$ cat src/rtl/core/cpbdr_pkg.sv
package cpbdr_pkg;

    // operation codes carried in s_tuser
    localparam logic [1:0] OP_WRITE   = 2'd0;
    localparam logic [1:0] OP_BLEND   = 2'd1;
    localparam logic [1:0] OP_MARK    = 2'd2;
    localparam logic [1:0] OP_PRESENT = 2'd3;

    // configuration register indexes
    localparam logic [2:0] REG_SCREEN_WIDTH  = 3'd0;
    localparam logic [2:0] REG_SCREEN_HEIGHT = 3'd1;
    localparam logic [2:0] REG_LINE_BYTES    = 3'd2;
    localparam logic [2:0] REG_BYTES_PER_PIX = 3'd3;
    localparam logic [2:0] REG_CLIP_LEFT     = 3'd4;
    localparam logic [2:0] REG_CLIP_TOP      = 3'd5;
    localparam logic [2:0] REG_CLIP_RIGHT    = 3'd6;
    localparam logic [2:0] REG_CLIP_BOTTOM   = 3'd7;

    // largest screen dimension, also the "no clip" edge after reset
    localparam int          MAX_DIM     = 4096;
    localparam int          DIM_W       = 13;
    localparam logic [12:0] DIM_NO_CLIP = 13'(MAX_DIM);

    localparam logic [7:0]  ALPHA_OPAQUE = 8'hFF;

    // rectangle handed to the dirty box tracker
    typedef struct packed {
        logic               merge;
        logic               present;
        logic signed [15:0] x;
        logic signed [15:0] y;
        logic signed [15:0] w;
        logic signed [15:0] h;
    } dirty_req_t;

    // dirty box as reported on present, valid in the lowest bit
    typedef struct packed {
        logic [DIM_W-1:0] bottom;
        logic [DIM_W-1:0] right;
        logic [DIM_W-1:0] top;
        logic [DIM_W-1:0] left;
        logic             valid;
    } dirty_rpt_t;

endpackage

$ cat src/rtl/core/cpbdr_blend.sv
module cpbdr_blend
    import cpbdr_pkg::*;
(
    input  logic [23:0] color,
    input  logic [23:0] old_pixel,
    input  logic [7:0]  alpha,
    output logic [23:0] mixed
);

    logic [7:0] inv_alpha;

    assign inv_alpha = ALPHA_OPAQUE - alpha;

    // per channel (c*a + o*(255-a)) / 255, divide done as (v + (v >> 8) + 1) >> 8
    for (genvar ch = 0; ch < 3; ch++) begin : g_chan
        logic [15:0] prod_c;
        logic [15:0] prod_o;
        logic [16:0] sum;
        logic [16:0] adj;

        always_comb
        begin
            prod_c = color[ch*8 +: 8] * alpha;
            prod_o = old_pixel[ch*8 +: 8] * inv_alpha;
            sum    = {1'b0, prod_c} + {1'b0, prod_o};
            adj    = sum + {9'd0, sum[15:8]} + 17'd1;
        end

        assign mixed[ch*8 +: 8] = (alpha == ALPHA_OPAQUE) ? color[ch*8 +: 8] : adj[15:8];
    end

endmodule

$ cat src/rtl/core/cpbdr_dirty.sv
module cpbdr_dirty
    import cpbdr_pkg::*;
(
    input  logic             clk,
    input  logic             rst_n,
    input  logic             fire,
    input  dirty_req_t       req,
    input  logic [DIM_W-1:0] screen_width,
    input  logic [DIM_W-1:0] screen_height,
    output dirty_rpt_t       rpt
);

    logic             flag_reg, flag_next;
    logic [DIM_W-1:0] left_reg, left_next;
    logic [DIM_W-1:0] top_reg, top_next;
    logic [DIM_W-1:0] right_reg, right_next;
    logic [DIM_W-1:0] bottom_reg, bottom_next;

    logic signed [16:0] x_end, y_end, sw_s, sh_s, r_clamp, b_clamp;
    logic signed [16:0] x0_s, y0_s;
    logic        [15:0] x0, y0;
    logic               has_area;
    logic [DIM_W-1:0]   nl, nt, nr, nb;

    always_comb
    begin
        // clamp the rectangle to the screen
        x0     = req.x[15] ? 16'd0 : req.x;
        y0     = req.y[15] ? 16'd0 : req.y;
        x0_s   = $signed({1'b0, x0});
        y0_s   = $signed({1'b0, y0});
        x_end  = 17'(req.x) + 17'(req.w);
        y_end  = 17'(req.y) + 17'(req.h);
        sw_s   = $signed({4'd0, screen_width});
        sh_s   = $signed({4'd0, screen_height});
        r_clamp = (x_end > sw_s) ? sw_s : x_end;
        b_clamp = (y_end > sh_s) ? sh_s : y_end;
        has_area = (r_clamp > x0_s) && (b_clamp > y0_s);
        nl = x0[DIM_W-1:0];
        nt = y0[DIM_W-1:0];
        nr = r_clamp[DIM_W-1:0];
        nb = b_clamp[DIM_W-1:0];
    end

    always_comb
    begin
        flag_next   = flag_reg;
        left_next   = left_reg;
        top_next    = top_reg;
        right_next  = right_reg;
        bottom_next = bottom_reg;
        if (fire && req.present)
        begin
            flag_next = 1'b0;
        end
        else if (fire && req.merge && has_area)
        begin
            flag_next = 1'b1;
            if (!flag_reg)
            begin
                left_next   = nl;
                top_next    = nt;
                right_next  = nr;
                bottom_next = nb;
            end
            else
            begin
                if (nl < left_reg)   left_next   = nl;
                if (nt < top_reg)    top_next    = nt;
                if (nr > right_reg)  right_next  = nr;
                if (nb > bottom_reg) bottom_next = nb;
            end
        end
    end

    always_ff @(posedge clk or negedge rst_n)
    begin
        if (!rst_n)
        begin
            flag_reg   <= 1'b0;
            left_reg   <= '0;
            top_reg    <= '0;
            right_reg  <= '0;
            bottom_reg <= '0;
        end
        else
        begin
            flag_reg   <= flag_next;
            left_reg   <= left_next;
            top_reg    <= top_next;
            right_reg  <= right_next;
            bottom_reg <= bottom_next;
        end
    end

    assign rpt.valid  = flag_reg;
    assign rpt.left   = flag_reg ? left_reg   : '0;
    assign rpt.top    = flag_reg ? top_reg    : '0;
    assign rpt.right  = flag_reg ? right_reg  : '0;
    assign rpt.bottom = flag_reg ? bottom_reg : '0;

    // a live box always has area
    a_box_area: assert property (@(posedge clk) disable iff (!rst_n)
        flag_reg |-> (left_reg < right_reg) && (top_reg < bottom_reg))
        else $error("dirty box without area");

    // present empties the box
    a_present_clears: assert property (@(posedge clk) disable iff (!rst_n)
        (fire && req.present) |=> !flag_reg)
        else $error("dirty box survived present");

endmodule

$ cat src/rtl/core/clipped_pixel_blend_dirty_rect_top.sv
// pixel writer for a back buffer with alpha blend and dirty box tracking
//
// s_* channel: one word per operation, s_tuser carries the operation
//   (write, blend, mark, present), s_tdata the coordinates, rectangle
//   size, color, alpha and the old destination pixel
// m_* channel: exactly one result word for every accepted word, in order;
//   pixel ops give the write strobe, byte address and bytes to store,
//   present gives the dirty box, every field an op does not use is zero
// cfg port: cfg_we writes register cfg_index with cfg_data; the user writes
//   only while the block is idle, the block itself does not enforce it
//
// pipeline: an accepted word passes two register stages, the input register
//   and then the result register, whose valid flag drives m_tvalid
// throughput: one word per cycle unless m_tready stalls; the whole op (clip,
//   blend multiply and divide by 255, address multiply, box merge) sits
//   between the two registers, and the box update lands in the same cycle
// stall: while m_tready is low the result register holds; the input
//   register still takes one more word, then s_tready drops
// reset: screen 1024x768, line 4096 bytes, 4 bytes per pixel, clip window
//   open, dirty box empty, both stages empty
module clipped_pixel_blend_dirty_rect_top
    import cpbdr_pkg::*;
(
    input  logic         clk,
    input  logic         rst_n,

    input  logic         s_tvalid,
    output logic         s_tready,
    // x_pos[15:0], y_pos[31:16], rect_width[47:32], rect_height[63:48],
    // color[87:64], alpha[95:88], old_pixel[119:96]
    input  logic [119:0] s_tdata,
    // op[1:0]
    input  logic [1:0]   s_tuser,

    output logic         m_tvalid,
    input  logic         m_tready,
    // write_enable[0], byte_address[26:1], pixel_bytes[50:27],
    // write_fourth_byte[51], dirty_valid[52], dirty_left[65:53],
    // dirty_top[78:66], dirty_right[91:79], dirty_bottom[104:92], zero[111:105]
    output logic [111:0] m_tdata,

    input  logic         cfg_we,
    input  logic [2:0]   cfg_index,
    input  logic [14:0]  cfg_data
);

    // result word layout
    typedef struct packed {
        dirty_rpt_t  box;
        logic        fourth;
        logic [23:0] pixel;
        logic [25:0] addr;
        logic        wen;
    } result_t;

    // configuration registers
    logic [12:0] screen_width_reg, screen_height_reg;
    logic [14:0] line_bytes_reg;
    logic [2:0]  bpp_reg;
    logic [12:0] clip_left_reg, clip_top_reg, clip_right_reg, clip_bottom_reg;

    always_ff @(posedge clk or negedge rst_n)
    begin
        if (!rst_n)
        begin
            screen_width_reg  <= 13'd1024;
            screen_height_reg <= 13'd768;
            line_bytes_reg    <= 15'd4096;
            bpp_reg           <= 3'd4;
            clip_left_reg     <= '0;
            clip_top_reg      <= '0;
            clip_right_reg    <= DIM_NO_CLIP;
            clip_bottom_reg   <= DIM_NO_CLIP;
        end
        else if (cfg_we)
        begin
            case (cfg_index)
                REG_SCREEN_WIDTH:  screen_width_reg  <= cfg_data[12:0];
                REG_SCREEN_HEIGHT: screen_height_reg <= cfg_data[12:0];
                REG_LINE_BYTES:    line_bytes_reg    <= cfg_data;
                REG_BYTES_PER_PIX: bpp_reg           <= cfg_data[2:0];
                REG_CLIP_LEFT:     clip_left_reg     <= cfg_data[12:0];
                REG_CLIP_TOP:      clip_top_reg      <= cfg_data[12:0];
                REG_CLIP_RIGHT:    clip_right_reg    <= cfg_data[12:0];
                REG_CLIP_BOTTOM:   clip_bottom_reg   <= cfg_data[12:0];
                default:           ;
            endcase
        end
    end

    // handshake: input register feeds the result register
    logic          in_valid_reg, in_valid_next;
    logic [119:0]  in_data_reg;
    logic [1:0]    in_op_reg;
    logic          out_valid_reg, out_valid_next;
    result_t       out_reg, res;
    logic          advance, fire, take;

    assign advance  = !out_valid_reg || m_tready;
    assign fire     = in_valid_reg && advance;
    assign s_tready = !in_valid_reg || advance;
    assign take     = s_tvalid && s_tready;

    always_comb
    begin
        in_valid_next = in_valid_reg;
        if (take)
            in_valid_next = 1'b1;
        else if (fire)
            in_valid_next = 1'b0;

        out_valid_next = out_valid_reg;
        if (fire)
            out_valid_next = 1'b1;
        else if (m_tready)
            out_valid_next = 1'b0;
    end

    always_ff @(posedge clk or negedge rst_n)
    begin
        if (!rst_n)
        begin
            in_valid_reg  <= 1'b0;
            out_valid_reg <= 1'b0;
        end
        else
        begin
            in_valid_reg  <= in_valid_next;
            out_valid_reg <= out_valid_next;
        end
    end

    // payload registers
    always_ff @(posedge clk)
    begin
        if (take)
        begin
            in_data_reg <= s_tdata;
            in_op_reg   <= s_tuser;
        end
        if (fire)
            out_reg <= res;
    end

    // unpack the held word
    logic signed [15:0] x_pos, y_pos, rect_width, rect_height;
    logic [23:0]        color, old_pixel;
    logic [7:0]         alpha;

    assign x_pos       = $signed(in_data_reg[15:0]);
    assign y_pos       = $signed(in_data_reg[31:16]);
    assign rect_width  = $signed(in_data_reg[47:32]);
    assign rect_height = $signed(in_data_reg[63:48]);
    assign color       = in_data_reg[87:64];
    assign alpha       = in_data_reg[95:88];
    assign old_pixel   = in_data_reg[119:96];

    // pixel path: clip test, screen test, blend, address
    logic               is_pixel, is_blend, is_mark, is_present;
    logic signed [16:0] xs, ys;
    logic               in_clip, on_screen, pix_wen;
    logic [23:0]        mixed, pix_bytes;
    logic [27:0]        y_prod, addr_sum;
    logic [15:0]        x_prod;

    assign is_blend   = (in_op_reg == OP_BLEND);
    assign is_pixel   = (in_op_reg == OP_WRITE) || is_blend;
    assign is_mark    = (in_op_reg == OP_MARK);
    assign is_present = (in_op_reg == OP_PRESENT);

    always_comb
    begin
        xs = 17'(x_pos);
        ys = 17'(y_pos);
        in_clip = (xs >= $signed({4'd0, clip_left_reg}))
               && (xs <  $signed({4'd0, clip_right_reg}))
               && (ys >= $signed({4'd0, clip_top_reg}))
               && (ys <  $signed({4'd0, clip_bottom_reg}));
        on_screen = !x_pos[15] && !y_pos[15]
               && (xs < $signed({4'd0, screen_width_reg}))
               && (ys < $signed({4'd0, screen_height_reg}));
        // transparent blend writes nothing
        pix_wen = is_pixel && in_clip && on_screen && !(is_blend && alpha == '0);
    end

    cpbdr_blend u_blend (
        .color     (color),
        .old_pixel (old_pixel),
        .alpha     (alpha),
        .mixed     (mixed)
    );

    assign pix_bytes = is_blend ? mixed : color;

    // only in-screen points matter, so 13 bits of each coordinate suffice
    assign y_prod   = y_pos[12:0] * line_bytes_reg;
    assign x_prod   = x_pos[12:0] * bpp_reg;
    assign addr_sum = y_prod + {12'd0, x_prod};

    // dirty box
    dirty_req_t dreq;
    dirty_rpt_t drpt;

    always_comb
    begin
        dreq.merge   = pix_wen || is_mark;
        dreq.present = is_present;
        dreq.x       = x_pos;
        dreq.y       = y_pos;
        dreq.w       = is_mark ? rect_width  : 16'sd1;
        dreq.h       = is_mark ? rect_height : 16'sd1;
    end

    cpbdr_dirty u_dirty (
        .clk           (clk),
        .rst_n         (rst_n),
        .fire          (fire),
        .req           (dreq),
        .screen_width  (screen_width_reg),
        .screen_height (screen_height_reg),
        .rpt           (drpt)
    );

    // result word, unused fields zero
    always_comb
    begin
        res        = '0;
        res.wen    = pix_wen;
        res.addr   = pix_wen ? addr_sum[25:0] : '0;
        res.pixel  = pix_wen ? pix_bytes : '0;
        res.fourth = pix_wen && (bpp_reg > 3'd3);
        res.box    = is_present ? drpt : '0;
    end

    assign m_tvalid = out_valid_reg;
    assign m_tdata  = {7'd0, out_reg};

    // a result is either a pixel write or a box report, never both
    a_one_kind: assert property (@(posedge clk) disable iff (!rst_n)
        m_tvalid |-> !(out_reg.wen && out_reg.box.valid))
        else $error("pixel write and box report in one word");

    // without a write every pixel field is zero
    a_idle_fields: assert property (@(posedge clk) disable iff (!rst_n)
        (m_tvalid && !out_reg.wen) |-> (out_reg.addr == '0) && (out_reg.pixel == '0)
            && !out_reg.fourth)
        else $error("pixel fields set without a write");

    // an empty input register never blocks the slave side
    a_ready_when_empty: assert property (@(posedge clk) disable iff (!rst_n)
        !in_valid_reg |-> s_tready)
        else $error("input stalled while empty");

    // a held word moves on as soon as the result register frees up
    a_moves_on: assert property (@(posedge clk) disable iff (!rst_n)
        (in_valid_reg && (!m_tvalid || m_tready)) |=> m_tvalid)
        else $error("result lost between stages");

endmodule

$ cat config.mk
export PLATFORM = sky130hd
export DESIGN_NAME = clipped_pixel_blend_dirty_rect_top
export DESIGN_NICKNAME = d
export VERILOG_FILES = /design/src/rtl/core/cpbdr_pkg.sv /design/src/rtl/core/cpbdr_blend.sv /design/src/rtl/core/cpbdr_dirty.sv /design/src/rtl/core/clipped_pixel_blend_dirty_rect_top.sv
export SDC_FILE = /design/constraint.sdc
export NUM_CORES = 2
export LEC_CHECK = 0
export BUFFER_PORTS_ARGS = -buffer_cell sky130_fd_sc_hd__buf_2
export CORE_MARGIN = 2
export CORE_UTILIZATION = 64
export DETAILED_ROUTE_END_ITERATION = 6
export HOLD_SLACK_MARGIN = 0.06
export PLACE_DENSITY = 0.83
export SLEW_MARGIN = 20
export SYNTH_ARGS = -nofsm -noshare
export SYNTH_HDL_FRONTEND = slang
export SYNTH_SLANG_ARGS = --single-unit
export TNS_END_PERCENT = 100
$ cat constraint.sdc
create_clock -name clk -period 8.8 [get_ports clk]
set_input_delay 0 -clock clk [delete_from_list [all_inputs] [get_ports clk]]
set_output_delay 0 -clock clk [all_outputs]
set_load 0.02 [all_outputs]
==> flow_summary.json <==
{
  "postRouteWirelength_mm": 109.0,
  "syn_area_sq_um": 41340,
  "skew_ns": 0.03359,
  "hp-class": "primary input to asynchronous set/reset pin",
  "critPathSlowestCell": "edfxtp_1",
  "gp_congestion": 0.9785,
  "maxSlewViolCount": 0,
  "cts.htree.levels": 2,
  "critPathBufInv": 4,
  "overflow": 0,
  "path_max_fanout": 39,
  "grt_start_max_net_pins": 102,
  "cp_common_cell": "fa_1",
  "yosysUniqueCellTypes": 71,
  "clock_latency_ns": 0.62,
  "relSlewSlack": 0.3145,
  "n_fill_cell": 4483,
  "ant_nets": 0,
  "nNetsFinal": 5636,
  "clkTransAtPathRegs_ns": 0.07,
  "synthArstFlopShare": 0.3995,
  "via_per_inst": 5.823,
  "clk_path_buf_depth": 3,
  "drt_iter0_drc": 2175,
  "dp_hpwl_mm": 77.59,
  "initial_core_util": 0.6448,
  "crit_arrival_ns": 8.78,
  "synthFlopType": "edfxtp_1",
  "reg2reg_from": "in_data_reg[90]$_DFFE_PP_",
  "die_width_um": 258.2,
  "max_freq_mhz": 119.8,
  "clock_sinks": 378,
  "num_vias": 31490,
  "synth_warnings": 0,
  "area_growth_pct": 12.76,
  "syn_inst": 4138,
  "multi_input_area_sq_um": 27260,
  "seqCellArea_sq_um": 10600,
  "finalSetupTns_ns": 0,
  "clockRootBuffer": "clkbuf_16",
  "cts_tree": "built",
  "grt_pass1_vias": 33620,
  "port-buffer-count": 251,
  "cp-end-kind": "register",
  "wl_per_cell_um": 20.15,
  "track_usage": 0.3350,
  "critical_path_required_ns": 9.24,
  "drive_gt1_frac": 0.1148,
  "hold_viol_final": 0,
  "core_area_sq_um": 64120,
  "post-place-ws_ns": 0.2092,
  "tightest_slew_ns": 1.028,
  "drcViolationCount": 0,
  "fin_ws_ns": 0.4531,
  "min_period_ns": 8.347,
  "die_h_um": 258.2,
  "seq_area_frac_synth": 0.2565,
  "setup_viol": 0,
  "dr.pass1.iters": 5,
  "avgSynthCellArea_sq_um": 9.990,
  "startpoint": "in_data_reg[90]$_DFFE_PP_",
  "start_kind": "register",
  "grt_pass1_wl_mm": 174.6,
  "pin_count": 259,
  "placementRows": 93,
  "synth-seq-cells": 378,
  "fin_crit_sh": 0.9485,
  "die_area_sq_um": 66640,
  "status": "completed",
  "timing.max_cap.violations": 0,
  "synth_edf_count": 227,
  "antenna_found_initial": 2,
  "largest_reg_flops": 120,
  "rsz0062_at_grt": "no",
  "path_class": "register to register",
  "cpPeakStageDelay_ns": 0.59,
  "numCtsBuffers": 44,
  "cp_top_family": "adder cells"
}
==> worst paths after layout <==
| path | to | slack [ns] | cells after the start |
|---|---|---|---|
| max | m_tdata[33]$_SDFFCE_PN0P_ | 0.45 | 29 |
| min | u_dirty.right_reg[0]$_DFFE_PN0P_ | 0.05 | 2 |
| max reg2reg | m_tdata[33]$_SDFFCE_PN0P_ | 0.45 | 29 |
| min reg2reg | clip_top_reg[7]$_DFFE_PN0P_ | 0.51 | 1 |
| max in group asynchronous | screen_height_reg[12]$_DFFE_PN0P_ | 7.40 | 3 |
| min in group clk | in_data_reg[56]$_DFFE_PP_ | 0.09 | 2 |
==> cell type report <==
| type | count | area share |
|---|---|---|
| clock inverters | 27 | 0.005341 |
| repair buffers | 458 | 0.07008 |
| flip-flops and latches | 378 | 0.2275 |
| diodes | 4 | 0.0002147 |
| inverters | 802 | 0.06463 |
| clock buffers | 53 | 0.02456 |
| multi-input cells | 2831 | 0.5847 |
| well taps | 855 | 0.02295 |
==> placed cells by master, fill, tap and decap left out, types with 121 or more instances in the layout <==
master | synthesis | routed
dfrtp_1 | 144 | 144
inv_1 | 802 | 801
and2_1 | 265 | 264
buf_2 | 2 | 250
fa_1 | 469 | 469
nor2b_1 | 124 | 122
nand2b_1 | 121 | 121
nand2_1 | 377 | 377
dlygate4sd3_1 | 0 | 150
edfxtp_1 | 227 | 227
ha_1 | 507 | 507
==> Yosys cell counts (9+ instances only) <==
cell | number | share of area
nand4_1 | 29 | 0.0044
clkbuf_1 | 105 | 0.0095
nor3_1 | 41 | 0.0050
inv_1 | 802 | 0.073
nand3_1 | 32 | 0.0039
buf_1 | 19 | 0.0017
mux2_4 | 9 | 0.0033
nand2b_1 | 121 | 0.018
or2_2 | 11 | 0.0017
or3_1 | 10 | 0.0015
a31oi_1 | 17 | 0.0026
nor2b_1 | 124 | 0.019
xor2_1 | 30 | 0.0064
and2_1 | 265 | 0.040
a21oi_1 | 118 | 0.014
a211oi_1 | 34 | 0.0062
nor4_1 | 10 | 0.0015
nor2_1 | 88 | 0.0080
mux2_2 | 101 | 0.028
mux2i_1 | 31 | 0.0075
and4_1 | 9 | 0.0019
o21a_1 | 28 | 0.0051
nand2_1 | 377 | 0.034
o31ai_1 | 12 | 0.0022
dfrtp_1 | 144 | 0.087
ha_1 | 507 | 0.15
edfxtp_1 | 227 | 0.16
buf_4 | 9 | 0.0016
fa_1 | 469 | 0.23
o21ai_0 | 101 | 0.012
o21bai_1 | 16 | 0.0029
a21o_1 | 64 | 0.012
and3_1 | 13 | 0.0020
xnor2_1 | 75 | 0.016
==> per-stage QoR <==
| step | std cells | util | area, sq um | hold slack, ns |
|---|---|---|---|---|
| 4_1_cts | 5402 | 0.7259 | 46540 | 0.06503 |
| 6_report | 5408 | 0.7270 | 46610 | 0.05436 |
| 5_1_grt | 5406 | 0.7270 | 46610 | 0.09396 |
| 2_1_floorplan | 4147 | - | 41370 | -0.2956 |
| 3_5_place_dp | 5172 | 0.6807 | 43650 | 0.1691 |
| 3_3_place_gp | 5172 | 0.6807 | 43650 | 0.1648 |
==> metal layers <==
layer	GRT usage	share of wire
met5	0	0
met4	0.1787	0.059
met3	0.05948	0.080
met2	0.5754	0.49
met1	0.4032	0.37
==> worst reg2reg max path, delay by kind of cell (launching register included) <==
kind	cells	cell delay (ns)
AOI/OAI and AO/OA	7	1.63
xor gates and xnor gates	2	0.59
adders and majority gates	8	3.54
buffers and inverters	4	0.41
DFF	1	0.59
and+or+nand+nor	8	1.42
==> kinds of logic (layout without fill, tap and decap cells) <==
| logic type | Yosys count | in the layout | share of synthesized area |
|---|---|---|---|
| other | 1 | 14 | 0.00009071 |
| xor gates and xnor gates | 105 | 105 | 0.02225 |
| adders and majority gates | 976 | 976 | 0.3806 |
| DFF | 378 | 378 | 0.2565 |
| muxes | 141 | 141 | 0.03829 |
| AOI/OAI and AO/OA | 454 | 454 | 0.07189 |
| buffers and inverters | 938 | 1340 | 0.08632 |
| and+or+nand+nor | 1145 | 1145 | 0.1441 |
==> repair_timing <==
item                                   CTS  global route
setup endpoints to repair                0            22
hold buffers                           150             0
buffers inserted                         0             2
endpoints found under the hold margin  320             0
gates resized for setup                  0             3
Power is not shown: default switching activity piles up to over one toggle a cycle in this logic, so the estimate is an artifact.
